`src/hdl/spherical_uv_mapper_macros.svh`:
```
// Assertion macros for the spherical UV mapper.
// Each macro samples on clk and is disabled while arst_n is low.
`ifndef SPHERICAL_UV_MAPPER_MACROS_SVH
`define SPHERICAL_UV_MAPPER_MACROS_SVH
`ifndef SYNTHESIS
`define SUVM_ASSERT_IMP(lbl, ante, cons) \
	lbl: assert property (@(posedge clk) disable iff (!arst_n) (ante) |-> (cons)) \
	else $error("spherical_uv_mapper: check failed");
`define SUVM_ASSERT_NXT(lbl, ante, cons) \
	lbl: assert property (@(posedge clk) disable iff (!arst_n) (ante) |=> (cons)) \
	else $error("spherical_uv_mapper: check failed");
`else
`define SUVM_ASSERT_IMP(lbl, ante, cons)
`define SUVM_ASSERT_NXT(lbl, ante, cons)
`endif
`endif

```
`src/hdl/suvm_pkg.sv`:
```
`default_nettype none
package suvm_pkg;

	// Datapath width of the CORDIC vector; inputs are scaled to a magnitude of 2^39.
	localparam int CW = 44;
	// Angle accumulator width, in units of 2^-32 turn.
	localparam int ACC_W = 34;
	// Width of the texture coordinate ports.
	localparam int UV_W = 17;
	localparam int CORDIC_STEPS = 32;
	localparam int ATAN_W = 30;
	localparam logic [30:0] CORDIC_GAIN_Q30 = 31'd1768195363;
	localparam logic signed [ACC_W-1:0] HALF_TURN = ACC_W'(64'sd2147483648);

	// Arctangent of 2^-i in units of 2^-32 turn.
	localparam logic [ATAN_W-1:0] ATAN_TURNS [CORDIC_STEPS] = '{
		30'd536870912, 30'd316933406, 30'd167458907, 30'd85004756,
		30'd42667331, 30'd21354465, 30'd10679838, 30'd5340245,
		30'd2670163, 30'd1335087, 30'd667544, 30'd333772,
		30'd166886, 30'd83443, 30'd41722, 30'd20861,
		30'd10430, 30'd5215, 30'd2608, 30'd1304,
		30'd652, 30'd326, 30'd163, 30'd81,
		30'd41, 30'd20, 30'd10, 30'd5,
		30'd3, 30'd1, 30'd1, 30'd0
	};

	// One CORDIC vector with its accumulated angle.
	typedef struct packed {
		logic signed [CW-1:0]    x;
		logic signed [CW-1:0]    y;
		logic signed [ACC_W-1:0] acc;
	} suvm_vec_t;

endpackage
`default_nettype wire

```
`src/hdl/suvm_cordic_cell.sv`:
```
`default_nettype none
module suvm_cordic_cell import suvm_pkg::*; #(
	parameter int STEP   = 0,
	parameter int SIDE_W = 1
) (
	input  wire logic              clk,
	input  wire logic              arst_n,
	input  wire logic              vld_i,
	input  wire suvm_vec_t         vec_i,
	input  wire logic [SIDE_W-1:0] side_i,
	output logic                   vld_o,
	output suvm_vec_t              vec_o,
	output logic [SIDE_W-1:0]      side_o
);

	logic signed [CW-1:0]    x_in, y_in, dx, dy;
	logic signed [ACC_W-1:0] ang;
	suvm_vec_t               nxt;

	// One vectoring micro-rotation driving y toward zero.
	always_comb begin
		x_in = vec_i.x;
		y_in = vec_i.y;
		dx = y_in >>> STEP;
		dy = x_in >>> STEP;
		ang = $signed({{(ACC_W-ATAN_W){1'b0}}, ATAN_TURNS[STEP]});
		if (!y_in[CW-1]) begin
			nxt.x = x_in + dx;
			nxt.y = y_in - dy;
			nxt.acc = vec_i.acc + ang;
		end else begin
			nxt.x = x_in - dx;
			nxt.y = y_in + dy;
			nxt.acc = vec_i.acc - ang;
		end
	end

	// The valid bit is control state and is reset.
	always_ff @(posedge clk or negedge arst_n) begin
		if (!arst_n) begin
			vld_o <= 1'b0;
		end else begin
			vld_o <= vld_i;
		end
	end

	// Payload moves to the neighbor every cycle.
	always_ff @(posedge clk) begin
		vec_o <= nxt;
		side_o <= side_i;
	end

endmodule
`default_nettype wire

```
`config.mk`:
```
export PLATFORM = sky130hd
export DESIGN_NAME = suvm_cordic_cell
export DESIGN_NICKNAME = d
export VERILOG_FILES = /design/src/hdl/spherical_uv_mapper_macros.svh /design/src/hdl/suvm_pkg.sv /design/src/hdl/suvm_cordic_cell.sv
export SDC_FILE = /design/constraint.sdc
export NUM_CORES = 1
export LEC_CHECK = 0
export BUFFER_PORTS_ARGS = -buffer_cell sky130_fd_sc_hd__buf_2
export CORE_UTILIZATION = 55
export CTS_CLUSTER_SIZE = 25
export DETAILED_ROUTE_END_ITERATION = 6
export PLACE_DENSITY = 0.89
export SYNTH_ARGS = -nofsm -noshare
export SYNTH_HDL_FRONTEND = slang
export SYNTH_SLANG_ARGS = --single-unit
```
`constraint.sdc`:
```
create_clock -name clk -period 0.8 [get_ports clk]
set_clock_uncertainty 0.2 [all_clocks]
set_input_delay 0.04 -clock clk [delete_from_list [all_inputs] [get_ports clk]]
set_output_delay 0.04 -clock clk [all_outputs]
set_load 0.03 [all_outputs]
```
==> impl_metrics.csv, run 1 <==
group,metric,value,unit
floorplan,io-pin-count,250,
outcome,haltStage,"4_1_cts",
placed_design,pre_cts_slack,-2.63,ns
clocking,cts_buffers,17,
synthesis,ys_types,78,
synthesis,yosys.area.top_type,"dfxtp_1",
clocking,cts_setup_buffers,74,
synthesis,async_flop_share,0.813,%
clocking,clockRootBuffer,"clkbuf_16",
outcome,error,"[ERROR DPL-0038] Utilization greater than 100%, impossible to legalize",
placed_design,gp_congestion,1.14,
synthesis,syn_nets,1662,
synthesis,synth_ff_type,"dfxtp_1",
synthesis,yosysWarnings,0,
synthesis,synth_common_cells,"a21oi_1 (187), ha_1 (148), inv_1 (132)",
synthesis,yosysMostFrequentCell,"a21oi_1",
synthesis,syn_area,10700,um^2
clocking,cts-htree-levels,4,
floorplan,num_rows,50,
synthesis,netlist_instances,1384,
floorplan,die_y,142,um
synthesis,ys_seq_area_share,23.0,%
clocking,cts_hold_buf,35,
synthesis,synth_area_per_cell,7.76,um^2
synthesis,synth.top_cell.area_share,22.7,%
placed_design,place_area,16400,um^2
clocking,cts.sinks,123,
clocking,cts_buffer_depth,2,
outcome,status,"aborted with a tool error",
floorplan,start_util,56.7,%
synthesis,yosys_register_bits,123,
synthesis,synth_area_leaders,"dfxtp_1 (23%), ha_1 (17%), a21oi_1 (8.7%)",
clocking,cts_resized,428,
placed_design,portBuffers,249,
placed_design,dpl.hpwl,41900,um
synthesis,synth_edf_count,0,
floorplan,die_w,142,um
cells by family after synthesis:
kind of cell	Yosys count	share of synthesized area [%]
fa+ha+maj	152	18.0
compound gates	456	26.8
mux	30	2.82
simple gates	330	14.8
buf+inv	205	7.45
flops	123	23.0
xor+xnor	88	7.17
through the flow:
step | std cells | utilization [%]
after floorplan | 1384 | -
after global placement | 2312 | 86.5
after detailed placement | 2312 | 86.5
==> run 2, diff against run 1 <==
- CORE_UTILIZATION: 55 -> 40
- CTS_CLUSTER_SIZE: 25 -> unset
- PLACE_DENSITY: 0.89 -> unset
- PLACE_DENSITY_LB_ADDON: unset -> 0.15
==> impl_metrics.csv, run 2 <==
group,metric,value,unit
synthesis,ys_seq_area_share,23.0,%
flow_run,drv_cap,0,
final_layout,syn_to_final_growth,103,%
final_layout,final_common_cell,"buf_4",
clocking,cts_buffers,17,
floorplan,die_w,166,um
final_layout,reg_top3,"vec_o: 121 flops, side_o: 1 flops, vld_o: 1 flops",
final_layout,registers.top_by_ff_count,"vec_o",
global_routing,grt_overflow,0,
sta,rsz0062_at_grt,"yes",
routing,routedWlPerCell,23.0,um
final_layout,fin_util,83.4,%
routing,drc,36,
synthesis,netlist_instances,1384,
synthesis,yosys_register_bits,123,
synthesis,ys_types,78,
synthesis,synth_common_cells,"a21oi_1 (187), ha_1 (148), inv_1 (132)",
pwr,power,37.3,mW
sta,drv_slew,0,
routing,via_count,15116,
worst_setup_path,crit_required,0.95,ns
worst_setup_path,path_class,"in2reg",
pwr,peakVddDrop,1.40,mV
floorplan,num_rows,59,
synthesis,synth_area_per_cell,7.76,um^2
synthesis,synth_edf_count,0,
final_layout,drive_gt1_share,61.9,%
clocking,cts-htree-levels,4,
clocking,cts_tree,"yes",
floorplan,io-pin-count,250,
placed_design,dpl.hpwl,38500,um
worst_setup_path,end_kind,"flop",
global_routing,antenna_found_initial,6,
global_routing,grt_pass1_wl,83100,um
floorplan,core_area,26200,um^2
synthesis,async_flop_share,0.813,%
pwr,p_leak,10.2,nW
sta,period_minus_slack,2.81,ns
outcome,status,"complete, but fails checks",
worst_setup_path,crit_arrival,2.95,ns
synthesis,syn_area,10700,um^2
synthesis,syn_nets,1662,
clocking,clockRootBuffer,"clkbuf_16",
sta,tightest_slew,0.684,ns
sta,fin_ws,-2.01,ns
synthesis,synth_ff_type,"dfxtp_1",
worst_setup_path,startpoint_type,"input pin",
placed_design,portBuffers,249,
routing,wl,60100,um
routing,ant_nets,0,
pwr,powerDensity,1710,nW/um^2
global_routing,grt_use_total,38.3,%
worst_setup_path,cp_max_fo,5,
final_layout,largest_reg_flops,121,
synthesis,synth.top_cell.area_share,22.7,%
synthesis,yosys.area.top_type,"dfxtp_1",
routing,avgViaCountPerCell,5.80,
floorplan,die_y,166,um
clocking,cts.sinks,123,
clocking,cts_buffer_depth,2,
sta,period_share,351,%
global_routing,first_global_vias,14696,
sta,fmax,0.356,GHz
sta,hold_ws,-0.346,ns
global_routing,grt_max_degree,28,
synthesis,yosysMostFrequentCell,"a21oi_1",
sta,setup_viol,214,
routing,drt_iter0_markers,1717,
outcome,violations,"DRC, hold timing, setup timing",
floorplan,start_util,41.0,%
clocking,clkTransAtPathRegs,0.07,ns
final_layout,final_nets,2533,
floorplan,die-area,27500,um^2
min_path,hp-class,"in2reg",
sta,slew_headroom,53.2,%
synthesis,yosysWarnings,0,
sta,hold_viol,27,
final_layout,final_cell_mix,"buf_4 (541), buf_6 (218), a21oi_1 (118), dfxtp_2 (118), ha_1 (115)",
routing,dr.pass1.iters,7,
synthesis,synth_area_leaders,"dfxtp_1 (23%), ha_1 (17%), a21oi_1 (8.7%)",
placed_design,gp_congestion,0.978,
[run 2: cell counts after synthesis]
Identical to the previous run, type by type.
[run 2: report_power, final]
group	internal [mW]	switching (mW)	total, mW
sequential	7.61	0.761	8.37
combinational	9.72	10.9	20.6
clock	4.66	3.70	8.35
[run 2: what timing repair did]
action | 4_1_cts | 5_1_grt
hold endpoints to repair | 70 | 22
pin swaps | 150 | 139
buffers inserted | 81 | 49
resized for setup | 702 | 206
cloned | 1 | 0
hold buffers | 35 | 1
setup endpoints to repair | 214 | 215
[run 2: kinds of logic (layout without fill, tap and decap cells)]
logic type	after synthesis	after routing	share of synthesized area [%]
buf+inv	205	1089	7.45
simple gates	330	330	14.8
xor+xnor	88	88	7.17
other cells	0	4	0
compound gates	456	456	26.8
flops	123	123	23.0
fa+ha+maj	152	152	18.0
mux	30	30	2.82
[run 2: per-stage QoR]
stage | area [um^2] | TNS (ns) | cells | setup WS [ns] | hold slack (ns)
2_1_floorplan | 11600 | -113.21 | 1384 | -1.93 | -0.456
3_3_place_gp | 16800 | -159.80 | 2438 | -2.41 | -0.385
3_5_place_dp | 16800 | -163.82 | 2438 | -2.46 | -0.385
4_1_cts | 20700 | -156.78 | 2576 | -1.82 | -0.349
5_1_grt | 21800 | -174.14 | 2607 | -2.00 | -0.349
6_report | 21800 | -170.08 | 2607 | -2.01 | -0.346
[run 2: worst paths after layout]
path	slack [ns]	to	from	cells past startpoint
max in group asynchronous	0.57	vld_o$_DFF_PN0_	arst_n	2
worst min-delay path	-0.35	vec_o[34]$_DFF_P_	vec_i[78]	3
min in group asynchronous	-0.26	vld_o$_DFF_PN0_	arst_n	2
worst max-delay path	-2.01	vec_o[117]$_DFF_P_	vec_i[37]	17
[run 2: layer usage]
metal  GRT usage [%]  routed length, um  vias to the layer above
met4            17.5               4110                        2
met5               0                 13                        -
li1                -                  -                     6607
met2            65.1              27500                     1117
met1            46.9              22600                     7045
met3            7.08               5890                      345
[run 2: area by class of cell]
class	instances	area, um^2
clock inverters	14	161
well taps	335	419
repair buffers	918	7800
flip-flops and latches	123	2630
diodes	4	10.0
inverters	139	643
clock buffers	18	429
fillers	1466	4360
multi-input cells	1056	9760
[run 2: worst max-delay path: stages]
cell and delay [ns]:
buf_8 0.08, inv_4 0.03, ha_4 0.31, buf_6 0.13
buf_4 0.19, nand2_4 0.08, nor3_4 0.21, a21boi_4 0.30
buf_6 0.15, nor2_4 0.03, o21ai_4 0.16, and4_1 0.26
o31ai_1 0.08, buf_4 0.17, a21oi_1 0.40, a21oi_2 0.07
xnor2_1 0.24
Note: power is estimated with default switching activity, not from simulation.
==> run 3, diff against run 2 <==
- CELL_PAD_IN_SITES_DETAIL_PLACEMENT: unset -> 0
- CELL_PAD_IN_SITES_GLOBAL_PLACEMENT: unset -> 1
- CTS_CLUSTER_DIAMETER: unset -> 120
==> impl_metrics.csv, run 3 (synthesis gave the netlist of run 2 again) <==
group,metric,value,unit
clocking,cts-htree-levels,4,
worst_setup_path,cp_max_fo,3,
floorplan,io-pin-count,250,
routing,via_count,14514,
final_layout,stdcell_count,2578,
clocking,cts.sinks,123,
worst_setup_path,path_class,"in2reg",
sta,drv_slew,0,
sta,hold_viol,36,
routing,dr.pass1.iters,7,
final_layout,fillers,1628,
final_layout,registers.top_by_ff_count,"vec_o",
global_routing,first_global_vias,14456,
worst_setup_path,end_kind,"flop",
pwr,powerDensity,1740,nW/um^2
sta,setup_viol,214,
clocking,cts_tree,"yes",
outcome,violations,"DRC, hold timing, setup timing",
final_layout,multiInputGateArea,9510,um^2
final_layout,syn_to_final_growth,98.6,%
sta,hold_ws,-0.226,ns
placed_design,portBuffers,249,
final_layout,largest_reg_flops,121,
clocking,cts_buffers,17,
global_routing,antenna_found_initial,3,
clocking,clkTransAtPathRegs,0.07,ns
final_layout,fin_util,81.4,%
floorplan,start_util,41.0,%
global_routing,grt_use_total,37.5,%
floorplan,num_rows,59,
placed_design,dpl.hpwl,39200,um
routing,avgViaCountPerCell,5.63,
worst_setup_path,crit_arrival,2.91,ns
sta,period_minus_slack,2.75,ns
final_layout,regArea,2630,um^2
sta,tightest_slew,0.680,ns
routing,drt_iter0_markers,1386,
final_layout,reg_top3,"vec_o: 121 flops, side_o: 1 flops, vld_o: 1 flops",
flow_run,drv_cap,0,
placed_design,gp_congestion,0.981,
floorplan,core_area,26200,um^2
sta,rsz0062_at_grt,"yes",
global_routing,grt_overflow,0,
floorplan,die_y,166,um
floorplan,die_w,166,um
worst_setup_path,crit_required,0.95,ns
routing,ant_nets,0,
floorplan,die-area,27500,um^2
min_path,hp-class,"in2reg",
global_routing,grt_pass1_wl,80800,um
sta,period_share,344,%
clocking,cts_buffer_depth,2,
placed_design,pre_cts_slack,-2.41,ns
routing,wl,56900,um
sta,fin_ws,-1.95,ns
routing,routedWlPerCell,22.1,um
placed_design,placedCellCount,2428,
global_routing,grt_max_degree,18,
routing,drc,30,
sta,fmax,0.363,GHz
sta,slew_headroom,53.5,%
final_layout,final_nets,2505,
final_layout,final_cell_mix,"buf_4 (515), buf_6 (214), a21oi_1 (126)",
clocking,clockRootBuffer,"clkbuf_16",
final_layout,final_common_cell,"buf_4",
pwr,p_leak,9.98,nW
outcome,status,"complete, but fails checks",
pwr,peakVddDrop,1.46,mV
worst_setup_path,startpoint_type,"input pin",
final_layout,drive_gt1_share,59.7,%
==> run 3: changes by cell type in the layout (fill, tap and decap cells not counted), sizes merged <==
cell,before,now
buf,883,852
diode,4,3
clkinv,11,7
clkinvlp,3,1
bufinv,2,3
dlygate4sd3,34,35
inv,137,142
clkbuf,18,20
==> run 3: metal layers <==
| metal | vias to the layer above | wire length [um] | global-route usage [%] |
|---|---|---|---|
| met5 | - | 14 | 0 |
| met4 | 2 | 3400 | 17.8 |
| met3 | 251 | 5110 | 7.05 |
| met2 | 830 | 26500 | 63.3 |
| met1 | 6899 | 21800 | 45.8 |
| li1 | 6532 | - | - |
==> run 3: area by class of cell <==
class                      instances  area share, %
timing repair inverter             1         0.0410
tap                              335           1.96
sequential                       123           12.3
multi-input combinational       1056           44.6
clock inverter                    13          0.833
antenna                            3         0.0352
inverter                         139           2.95
timing repair buffer             889           35.1
clock buffer                      19           2.13
==> run 3: path summary, 6_finish.rpt <==
check                          start            endpoint  slack, ns  cells after the start
max in group asynchronous     arst_n     vld_o$_DFF_PN0_       0.05                      3
min in group asynchronous     arst_n     vld_o$_DFF_PN0_       0.27                      3
worst max-delay path       vec_i[34]  vec_o[116]$_DFF_P_      -1.95                     15
worst min-delay path       vec_i[78]   vec_o[34]$_DFF_P_      -0.23                      4
==> run 3: what timing repair did <==
item,CTS,global route
endpoints found under the setup margin,214,215
hold buffers,35,2
buffers inserted,71,39
hold endpoints to repair,80,23
pin swaps,166,92
cloned,2,0
resized for setup,696,142
==> run 3: power breakdown <==
part | internal (mW) | switching, mW | total, mW | leakage [nW]
sequential | 7.61 | 0.755 | 8.37 | 1.04
clock | 5.19 | 3.72 | 8.92 | 0.308
combinational | 9.35 | 10.5 | 19.8 | 8.63
total | 22.2 | 14.9 | 37.1 | 9.98
==> run 3: critical path, stage by stage <==
cell       delay (ns)
buf_8            0.11
ha_4             0.15
inv_2            0.05
fa_2             0.24
o21bai_4         0.08
a2111oi_4        0.43
nor4_4           0.10
a2111oi_4        0.34
buf_4            0.20
o21a_4           0.14
o31ai_4          0.08
a221oi_4         0.42
o31ai_2          0.11
mux2i_1          0.22
xor2_1           0.20
==> run 3: stage by stage <==
| step | cell area [um^2] | setup TNS (ns) | total power, mW | hold WS (ns) |
|---|---|---|---|---|
| detailed placement | 16700 | -162.74 | 22.7 | -0.385 |
| global placement | 16700 | -159.45 | 22.6 | -0.384 |
| global route | 21300 | -166.43 | 38.1 | -0.225 |
| CTS | 20500 | -151.58 | 35.3 | -0.274 |
| finish | 21300 | -162.03 | 37.1 | -0.226 |
| floorplan | 11600 | -113.21 | 16.0 | -0.456 |
