## src/hdl/spherical_uv_mapper_macros.svh

```systemverilog
// Assertion macros for the spherical UV mapper.
// Each macro samples on clk and is disabled while arst_n is low.
`ifndef SPHERICAL_UV_MAPPER_MACROS_SVH
`define SPHERICAL_UV_MAPPER_MACROS_SVH
`ifndef SYNTHESIS
`define SUVM_ASSERT_IMP(lbl, ante, cons) \
	lbl: assert property (@(posedge clk) disable iff (!arst_n) (ante) |-> (cons)) \
	else $error("spherical_uv_mapper: check failed");
`define SUVM_ASSERT_NXT(lbl, ante, cons) \
	lbl: assert property (@(posedge clk) disable iff (!arst_n) (ante) |=> (cons)) \
	else $error("spherical_uv_mapper: check failed");
`else
`define SUVM_ASSERT_IMP(lbl, ante, cons)
`define SUVM_ASSERT_NXT(lbl, ante, cons)
`endif
`endif

```

## src/hdl/suvm_pkg.sv

```systemverilog
`default_nettype none
package suvm_pkg;

	// Datapath width of the CORDIC vector; inputs are scaled to a magnitude of 2^39.
	localparam int CW = 44;
	// Angle accumulator width, in units of 2^-32 turn.
	localparam int ACC_W = 34;
	// Width of the texture coordinate ports.
	localparam int UV_W = 17;
	localparam int CORDIC_STEPS = 32;
	localparam int ATAN_W = 30;
	localparam logic [30:0] CORDIC_GAIN_Q30 = 31'd1768195363;
	localparam logic signed [ACC_W-1:0] HALF_TURN = ACC_W'(64'sd2147483648);

	// Arctangent of 2^-i in units of 2^-32 turn.
	localparam logic [ATAN_W-1:0] ATAN_TURNS [CORDIC_STEPS] = '{
		30'd536870912, 30'd316933406, 30'd167458907, 30'd85004756,
		30'd42667331, 30'd21354465, 30'd10679838, 30'd5340245,
		30'd2670163, 30'd1335087, 30'd667544, 30'd333772,
		30'd166886, 30'd83443, 30'd41722, 30'd20861,
		30'd10430, 30'd5215, 30'd2608, 30'd1304,
		30'd652, 30'd326, 30'd163, 30'd81,
		30'd41, 30'd20, 30'd10, 30'd5,
		30'd3, 30'd1, 30'd1, 30'd0
	};

	// One CORDIC vector with its accumulated angle.
	typedef struct packed {
		logic signed [CW-1:0]    x;
		logic signed [CW-1:0]    y;
		logic signed [ACC_W-1:0] acc;
	} suvm_vec_t;

endpackage
`default_nettype wire

```

## src/hdl/suvm_prerot.sv

```systemverilog
`default_nettype none
module suvm_prerot import suvm_pkg::*; #(
	parameter int SIDE_W = 1
) (
	input  wire logic                 clk,
	input  wire logic                 arst_n,
	input  wire logic                 vld_i,
	input  wire logic signed [CW-1:0] px_i,
	input  wire logic signed [CW-1:0] py_i,
	input  wire logic [SIDE_W-1:0]    side_i,
	output logic                      vld_o,
	output suvm_vec_t                 vec_o,
	output logic [SIDE_W-1:0]         side_o
);

	suvm_vec_t nxt;

	// A vector in the left half plane is turned by a half turn first.
	always_comb begin
		if (px_i[CW-1]) begin
			nxt.x = -px_i;
			nxt.y = -py_i;
			nxt.acc = py_i[CW-1] ? -HALF_TURN : HALF_TURN;
		end else begin
			nxt.x = px_i;
			nxt.y = py_i;
			nxt.acc = '0;
		end
	end

	always_ff @(posedge clk or negedge arst_n) begin
		if (!arst_n) begin
			vld_o <= 1'b0;
		end else begin
			vld_o <= vld_i;
		end
	end

	always_ff @(posedge clk) begin
		vec_o <= nxt;
		side_o <= side_i;
	end

endmodule
`default_nettype wire
```

## config.mk

```make
export PLATFORM = sky130hd
export DESIGN_NAME = suvm_prerot
export DESIGN_NICKNAME = d
export VERILOG_FILES = /design/src/hdl/spherical_uv_mapper_macros.svh /design/src/hdl/suvm_pkg.sv /design/src/hdl/suvm_prerot.sv
export SDC_FILE = /design/constraint.sdc
export NUM_CORES = 1
export LEC_CHECK = 0
export BUFFER_PORTS_ARGS = -buffer_cell sky130_fd_sc_hd__buf_2
export CAP_MARGIN = 20
export CORE_ASPECT_RATIO = 1.5
export CORE_MARGIN = 1.5
export CORE_UTILIZATION = 50
export CTS_BUF_LIST = sky130_fd_sc_hd__clkbuf_4
export DETAILED_ROUTE_END_ITERATION = 6
export PLACE_DENSITY = 0.89
export SYNTH_ARGS = -nofsm -noshare
export SYNTH_HDL_FRONTEND = slang
export SYNTH_SLANG_ARGS = --single-unit
export TNS_END_PERCENT = 30
```

## constraint.sdc

```tcl
create_clock -name clk -period 1.3 [get_ports clk]
set_clock_uncertainty 0.1 [all_clocks]
set_input_delay 0 -clock clk [delete_from_list [all_inputs] [get_ports clk]]
set_output_delay 0 -clock clk [all_outputs]
set_load 0.02 [all_outputs]
```

==> impl_results.md, run 1 <==
* Yosys reg bits at 92
* Synth Area per Inst at 9.88 sq um
* Yosys cell types at 40
* Chip width at 76.9 um
* Status: stopped before the end
* GPL Wtd Cong at 0.904
* DP HPWL at 10.8 mm
* Syn Inst Count at 414
* Post-synth EDFFs at 0
* Ranking of synthesized cells by area: dfxtp_1, xnor2_1, buf_4
* I/O pin total at 216
* Worst EP post-GRT repair: vec_o[120]$_DFF_P_/D
* Cell Area, Synth at 4090 sq um
* Exit stage: global routing
* CTS Sinks at 92
* Most used DFF post-synth: dfxtp_1
* Synth top area share at 0.445
* Yosys top cell by area: dfxtp_1
* Place WS at -0.727 ns
* Cell Rows at 40
* CTS H-tree depth at 3
* Die Height at 114 um
* Pin count of the biggest net entering global routing at 38
* Worst ep type: sequential cell input
* Synth warn at 0
* Register area share after synthesis at 0.452
* CTS Buf Count at 9
* Fraction of registers with async set/reset at 0.0109
* CTS Buffer Depth at 2
* PortBufs at 184
* GRT Residual Overflow at 633
* Initial Util at 0.514
* DP Cell Count at 804
* Log Error: [ERROR GRT-0232] Routing congestion too high. Check the congestion heatmap in the GUI.
* CTS Root Cell: clkbuf_4
* GRT Overall Usage at 0.954
## kinds of logic after synthesis
kind of cell / share of synthesized area
DFF: 0.452
and+or+nand+nor: 0.168
adders and majority gates: 0.00612
AOI/OAI and AO/OA: 0.120
other: 0.000917
xor gates and xnor gates: 0.178
buffers and inverters: 0.0756
## what timing repair did
action,in CTS
hold buffers,101
hold endpoints to repair,93
pin swaps,29
buffers inserted,4
cloned,0
resized for setup,42
endpoints found under the setup margin,46
## Yosys cell counts (all sizes together), types with 6 or more instances
cell type	instances
nand2	31
clkbuf	12
nor4	7
or4	15
or3	10
xnor2	80
buf	32
nor2	14
inv	6
o31ai	24
o41ai	12
o21ai	28
nand3	11
dfxtp	91
nor3	13
## stage by stage
| stage | setup TNS (ns) | instance area [sq um] |
|---|---|---|
| floorplan | -16.31 | 4370 |
| global placement | -32.39 | 6030 |
| detailed placement | -36.51 | 6030 |
| CTS | -4.04 | 7420 |
## metal layers
metal  overflow  track usage
met1          0        0.854
met5          0        0.129
met2        428         1.24
met3         10        0.670
met4        195         1.21
==> run 2, diff against run 1 <==
--- a/config.mk
+++ b/config.mk
@@ -7,12 +7,10 @@
 export LEC_CHECK = 0
 export BUFFER_PORTS_ARGS = -buffer_cell sky130_fd_sc_hd__buf_2
 export CAP_MARGIN = 20
-export CORE_ASPECT_RATIO = 1.5
 export CORE_MARGIN = 1.5
-export CORE_UTILIZATION = 50
-export CTS_BUF_LIST = sky130_fd_sc_hd__clkbuf_4
+export CORE_UTILIZATION = 40
 export DETAILED_ROUTE_END_ITERATION = 6
-export PLACE_DENSITY = 0.89
+export PLACE_DENSITY_LB_ADDON = 0.15
 export SYNTH_ARGS = -nofsm -noshare
 export SYNTH_HDL_FRONTEND = slang
 export SYNTH_SLANG_ARGS = --single-unit
==> run 2 against run 1 <==
Compared with the run above:
- area after synthesis unchanged
- the flow now finishes, with violations (negative hold slack, negative setup slack)
- synthesized cell count unchanged
==> impl_results.md, run 2 <==
* Status: complete, but fails checks
* Failing checks: negative hold slack, negative setup slack
* Top-count cell post-synth: dfxtp_1
* Place WS at -0.712 ns
* Crit. End Element: flip-flop
* Min-delay worst type: input pin to flip-flop
* CTS Buffer Depth at 2
* Reg clk slew, reported paths at 0.10 ns
* Total power at 7.32 mW
* Layout cell share with drive strength beyond 1 at 0.501
* Final Slew Violations at 0
* Final setup violation count at 51
* Top Registers: vec_o (90), side_o (1), vld_o (1)
* Post-synth EDFFs at 0
* GRT Overall Usage at 0.260
* Final Cycle Share at 1.25
* Area grow syn2layout at 91.8%
* CTS tree: built
* Chip width at 104 um
* Fmax achieved at 614 MHz
* Largest register FFs at 90
* CTS Sinks at 92
* HP Start: py_i[41]
* Top cell types by occurrence after synthesis: dfxtp_1, xnor2_1, buf_4
* Total Wirelength at 15.1 mm
* Slew headroom at 0.632
* Via density at 4.85
* Top sig layer: met4
* Most used DFF post-synth: dfxtp_1
* Cell Area, Synth at 4090 sq um
* CTS Root Cell: clkbuf_8
* PortBufs at 184
* Total number of vias at 4646
* Yosys top cell by area: dfxtp_1
* Critical path type: input pin to flip-flop
* Pin count of the biggest net entering global routing at 51
* Leakage power at 3.49 nW
* DP Cell Count at 831
* Critical Path Source: px_i[29]
* Vias in the first global route at 4670
* Max Cap Violations at 0
* Avg WL per Cell at 15.8 um
* DR iter-0 viols at 196
* Yosys reg bits at 92
* GRT Residual Overflow at 0
* Cell Rows at 36
* Yosys cell types at 40
* Crit path launch type: input pin
* Worst Path Max Fanout at 5
* DRT met1 WL at 5.62 mm
* CTS Buf Count at 9
* Final antenna-violating net count at 0
* Minimum clock period at 1.63 ns
* Non-filler cells, final at 957
* Peak VDD IR at 0.000674 V
* First-pass GRT wire length at 22.5 mm
* Min Hold Slack at -0.0168 ns
* DP HPWL at 9.23 mm
* Util after Layout at 0.795
* Synth top area share at 0.445
* Register area share after synthesis at 0.452
* Commonest non-fill, non-tap cell in the layout: buf_2
* Core ar. at 9860 sq um
* Most frequent cells in the layout: buf_2, buf_4, dlygate4sd3_1, dfxtp_1, xnor2_1
* Initial antenna violation count at 0
* Worst Hold Depth at 4
* I/O pin total at 216
* Final #Nets at 913
* Die area at 10800 sq um
* CTS H-tree depth at 3
* Synth Area per Inst at 9.88 sq um
* Reg with most FFs: vec_o
* Initial Util at 0.415
* DR pass1 iterations at 4
* Power Density at 932 nW/um^2
* Met3 wire len at 926 um
* CP arrival at 1.82 ns
* Fraction of registers with async set/reset at 0.0109
* Synth warn at 0
* Unrepaired setup endpoints after global routing: true
* Die Height at 104 um
* Syn Inst Count at 414
* Number of diodes at 0
* Slew @ Worst Pin at 0.550 ns
* Met2 Wirelength at 8.24 mm
* Final WS setup at -0.329 ns
* Ranking of synthesized cells by area: dfxtp_1, xnor2_1, buf_4
* DRC at 0
* CP required at 1.49 ns
* GPL Wtd Cong at 0.835
* Final hold vios at 2
==> run 2: repair_timing <==
item,4_1_cts,5_1_grt
pin swaps,30,20
hold buffers,95,3
endpoints found under the setup margin,59,61
hold endpoints to repair,93,4
resized for setup,67,45
setup buffers,9,4
==> run 2: path summary, 6_finish.rpt <==
| kind | endpoint | slack, ns |
|---|---|---|
| setup / recovery | vec_o[120] | -0.33 |
| hold / removal | vec_o[77] | -0.02 |
| max in group asynchronous | vld_o | 0.63 |
| min in group asynchronous | vld_o | 0.36 |
==> run 2: cell type report <==
cell class,count,area [sq um]
multi-input cells,302,2650
fillers,615,2020
flip-flops and latches,92,1850
inverters,6,22.5
well taps,133,166
clock inverters,6,63.8
clock buffers,10,138
repair buffers,408,2960
==> run 2: logic make-up (layout without fill, tap and decap cells) <==
kind of cell               after synthesis  count (layout)  share of synthesized area
buffers and inverters                   50             430                     0.0756
other                                    1              31                   0.000917
AOI/OAI and AO/OA                       67              67                      0.120
DFF                                     92              92                      0.452
adders and majority gates                2               2                    0.00612
xor gates and xnor gates                83              83                      0.178
and+or+nand+nor                        119             119                      0.168
==> run 2: per-layer routing <==
metal | GRT usage | vias up
li1 | - | 2217
met5 | 0 | -
met1 | 0.283 | 2204
met4 | 0.102 | 0
met2 | 0.487 | 197
met3 | 0.0576 | 28
==> run 2: through the flow <==
stage | hold WS [ns] | cell area, sq um | TNS (ns)
2_1_floorplan | -0.396 | 4370 | -16.31
3_3_place_gp | -0.325 | 6040 | -33.49
3_5_place_dp | -0.323 | 6040 | -36.01
4_1_cts | -0.281 | 7550 | -3.77
5_1_grt | -0.0121 | 7850 | -7.59
6_report | -0.0168 | 7850 | -5.88
==> run 2: worst max-delay path, stage by stage <==
cell     delay [ns]
buf_6          0.10
or4_4          0.54
or3_4          0.38
or3_4          0.38
o31ai_4        0.27
xnor2_1        0.14
==> run 2: power by group <==
part	leakage (nW)	switching, mW	internal [mW]
Clock	0.0983	1.06	0.939
Sequential	0.779	0.0780	3.11
Combinational	2.61	1.15	0.977
(Power assumes the default switching activity.)
==> run 3, diff against run 2 <==
==> constraint.sdc (replaced) <==
create_clock -name clk -period 1.6 [get_ports clk]
set_clock_uncertainty 0.1 [all_clocks]
set_input_delay 0 -clock clk [delete_from_list [all_inputs] [get_ports clk]]
set_output_delay 0 -clock clk [all_outputs]
set_load 0.02 [all_outputs]
==> run 3 against run 2 <==
Compared with the run above:
- global-route usage decreased by 1.8 points
- highest routed layer unchanged
- total power decreased by 21%
- the run ends with negative setup slack left
- critical endpoint is now vec_o[68]
- flip-flop and latch count unchanged
==> impl_results.md, run 3 (same netlist as run 2, synthesis figures left out) <==
* CTS Buffer Depth at 2
* GRT Overall Usage at 0.242
* Logic pwr share at 0.274
* Met2 Wirelength at 6.95 mm
* DRC at 0
* CP max-delay cell: dlygate4sd3_1
* Chip width at 104 um
* Non-filler cells, final at 929
* GRT Residual Overflow at 0
* DP HPWL at 8.66 mm
* Status: complete, but fails checks
* Commonest non-fill, non-tap cell in the layout: buf_2
* Top sig layer: met4
* Final Instance Area at 7120 sq um
* Reg with most FFs: vec_o
* Die Height at 104 um
* Final #Nets at 885
* Filler instances at 726
* Final WS setup at -0.0252 ns
* Initial antenna violation count at 0
* DRT met1 WL at 5.42 mm
* Max Cap Violations at 0
* I/O pin total at 216
* Area grow syn2layout at 74.2%
* Largest register FFs at 90
* Minimum clock period at 1.63 ns
* Clock group share of total power at 0.278
* Pin count of the biggest net entering global routing at 87
* Vias in the first global route at 4546
* Post CTS Setup Buffer Count at 0
* Leakage power at 3.15 nW
* Final Cycle Share at 1.02
* Die area at 10800 sq um
* Avg WL per Cell at 14.4 um
* Power Density at 810 nW/um^2
* Psw at 1.71 mW
* Peak VDD IR at 0.000501 V
* Register share of total power at 0.448
* DR iter-0 viols at 131
* Critical path's top delay family: buffers and inverters
* Via density at 4.75
* CTS H-tree depth at 3
* Core ar. at 9860 sq um
* CP arrival at 1.80 ns
* Number of diodes at 0
* Reg area at 1850 sq um
* Placed Area at 5800 sq um
* Crit path launch type: input pin
* Final antenna-violating net count at 0
* Final setup violation count at 4
* Unrepaired setup endpoints after global routing: true
* Worst Path Max Fanout at 7
* Final hold vios at 0
* Layout cell share with drive strength beyond 1 at 0.415
* Min Hold Slack at 0.0115 ns
* Reg clk slew, reported paths at 0.09 ns
* Cell Rows at 36
* Area of the multi-input gates at 2220 sq um
* Crit path cell chain: dlygate4sd3_1 > buf_2 > nor3_2 > buf_4 > nand4_1 > o31ai_2 > xnor2_1
* Util after Layout at 0.722
* CTS tree: built
* CTS Root Cell: clkbuf_8
* Pint at 4.06 mW
* Final Slew Violations at 0
* PortBufs at 184
* Crit. End Element: flip-flop
* WP buf/inv at 3
* DP Cell Count at 813
* Min-delay worst type: input pin to flip-flop
* Met3 wire len at 850 um
* GPL Wtd Cong at 0.848
* DR pass1 iterations at 4
* Total Wirelength at 13.4 mm
* Switching share of power at 0.296
* Initial Util at 0.415
* Critical path type: input pin to flip-flop
* Worst stage delay on the critical path at 0.53 ns
* Most frequent cells in the layout: buf_2, dlygate4sd3_1, buf_4, dfxtp_1, xnor2_1
* Total number of vias at 4410
* Fmax achieved at 615 MHz
* CTS Sinks at 92
* Failing checks: negative setup slack
* CTS Buf Count at 9
* Top Registers: vec_o (90), side_o (1), vld_o (1)
* First-pass GRT wire length at 21.3 mm
* CP required at 1.77 ns
run 3: cell count changes in the layout (fill, tap and decap cells not counted), sizes merged:
cell	before	now
dlygate4sd3	97	100
clkbuf	10	15
clkinvlp	2	0
buf	311	280
clkinv	3	0
run 3: per-stage QoR:
stage	setup WS, ns	power [mW]	setup TNS (ns)
after floorplan	-0.237	3.40	-2.30
after global placement	-0.417	3.96	-13.20
after detailed placement	-0.425	3.97	-14.44
after CTS	-0.0194	5.75	-0.0423
after global routing	-0.0754	6.04	-0.498
final	-0.0252	5.77	-0.0702
run 3: worst min-delay path: cells and delay by family:
family	cells	cell delay, ns
XOR/XNOR	1	0.13
AND/OR/NAND/NOR	1	0.12
buffers and inverters	1	0.10
AO/OA/AOI/OAI	1	0.07
run 3: repair_timing:
action,4_1_cts,5_1_grt
hold buffers,100,0
endpoints found under the setup margin,9,30
cloned,0,0
resized for setup,3,21
pin swaps,2,5
endpoints found under the hold margin,93,0
run 3: power by group through the flow:
stage	clock network [mW]	logic (mW)	registers (mW)
after floorplan	0	0.448	2.95
after global placement	0	1.32	2.63
after detailed placement	0	1.34	2.64
after CTS	1.63	1.54	2.58
after global routing	1.75	1.68	2.61
final	1.60	1.58	2.59
run 3: path summary, 6_finish.rpt:
path	startpoint	slack, ns	depth (start not counted)	endpoint
hold / removal	px_i[31]	0.01	4	vec_o[112]
max in group asynchronous	arst_n	0.92	3	vld_o
min in group asynchronous	arst_n	0.38	3	vld_o
setup / recovery	py_i[19]	-0.03	7	vec_o[68]
run 3: area by class of cell:
cell class	count	share of cell area
Clock inverter	1	0.00422
Tap cell	133	0.0234
Sequential cell	92	0.259
Multi-Input combinational cell	302	0.312
Timing Repair Buffer	380	0.375
Clock buffer	15	0.0234
Inverter	6	0.00316
run 3: routing by layer:
layer  global-route usage  up-vias
li1                     -     2150
met1                0.276     2084
met2                0.436      161
met3               0.0570       15
met4               0.0913        0
met5                    0        -
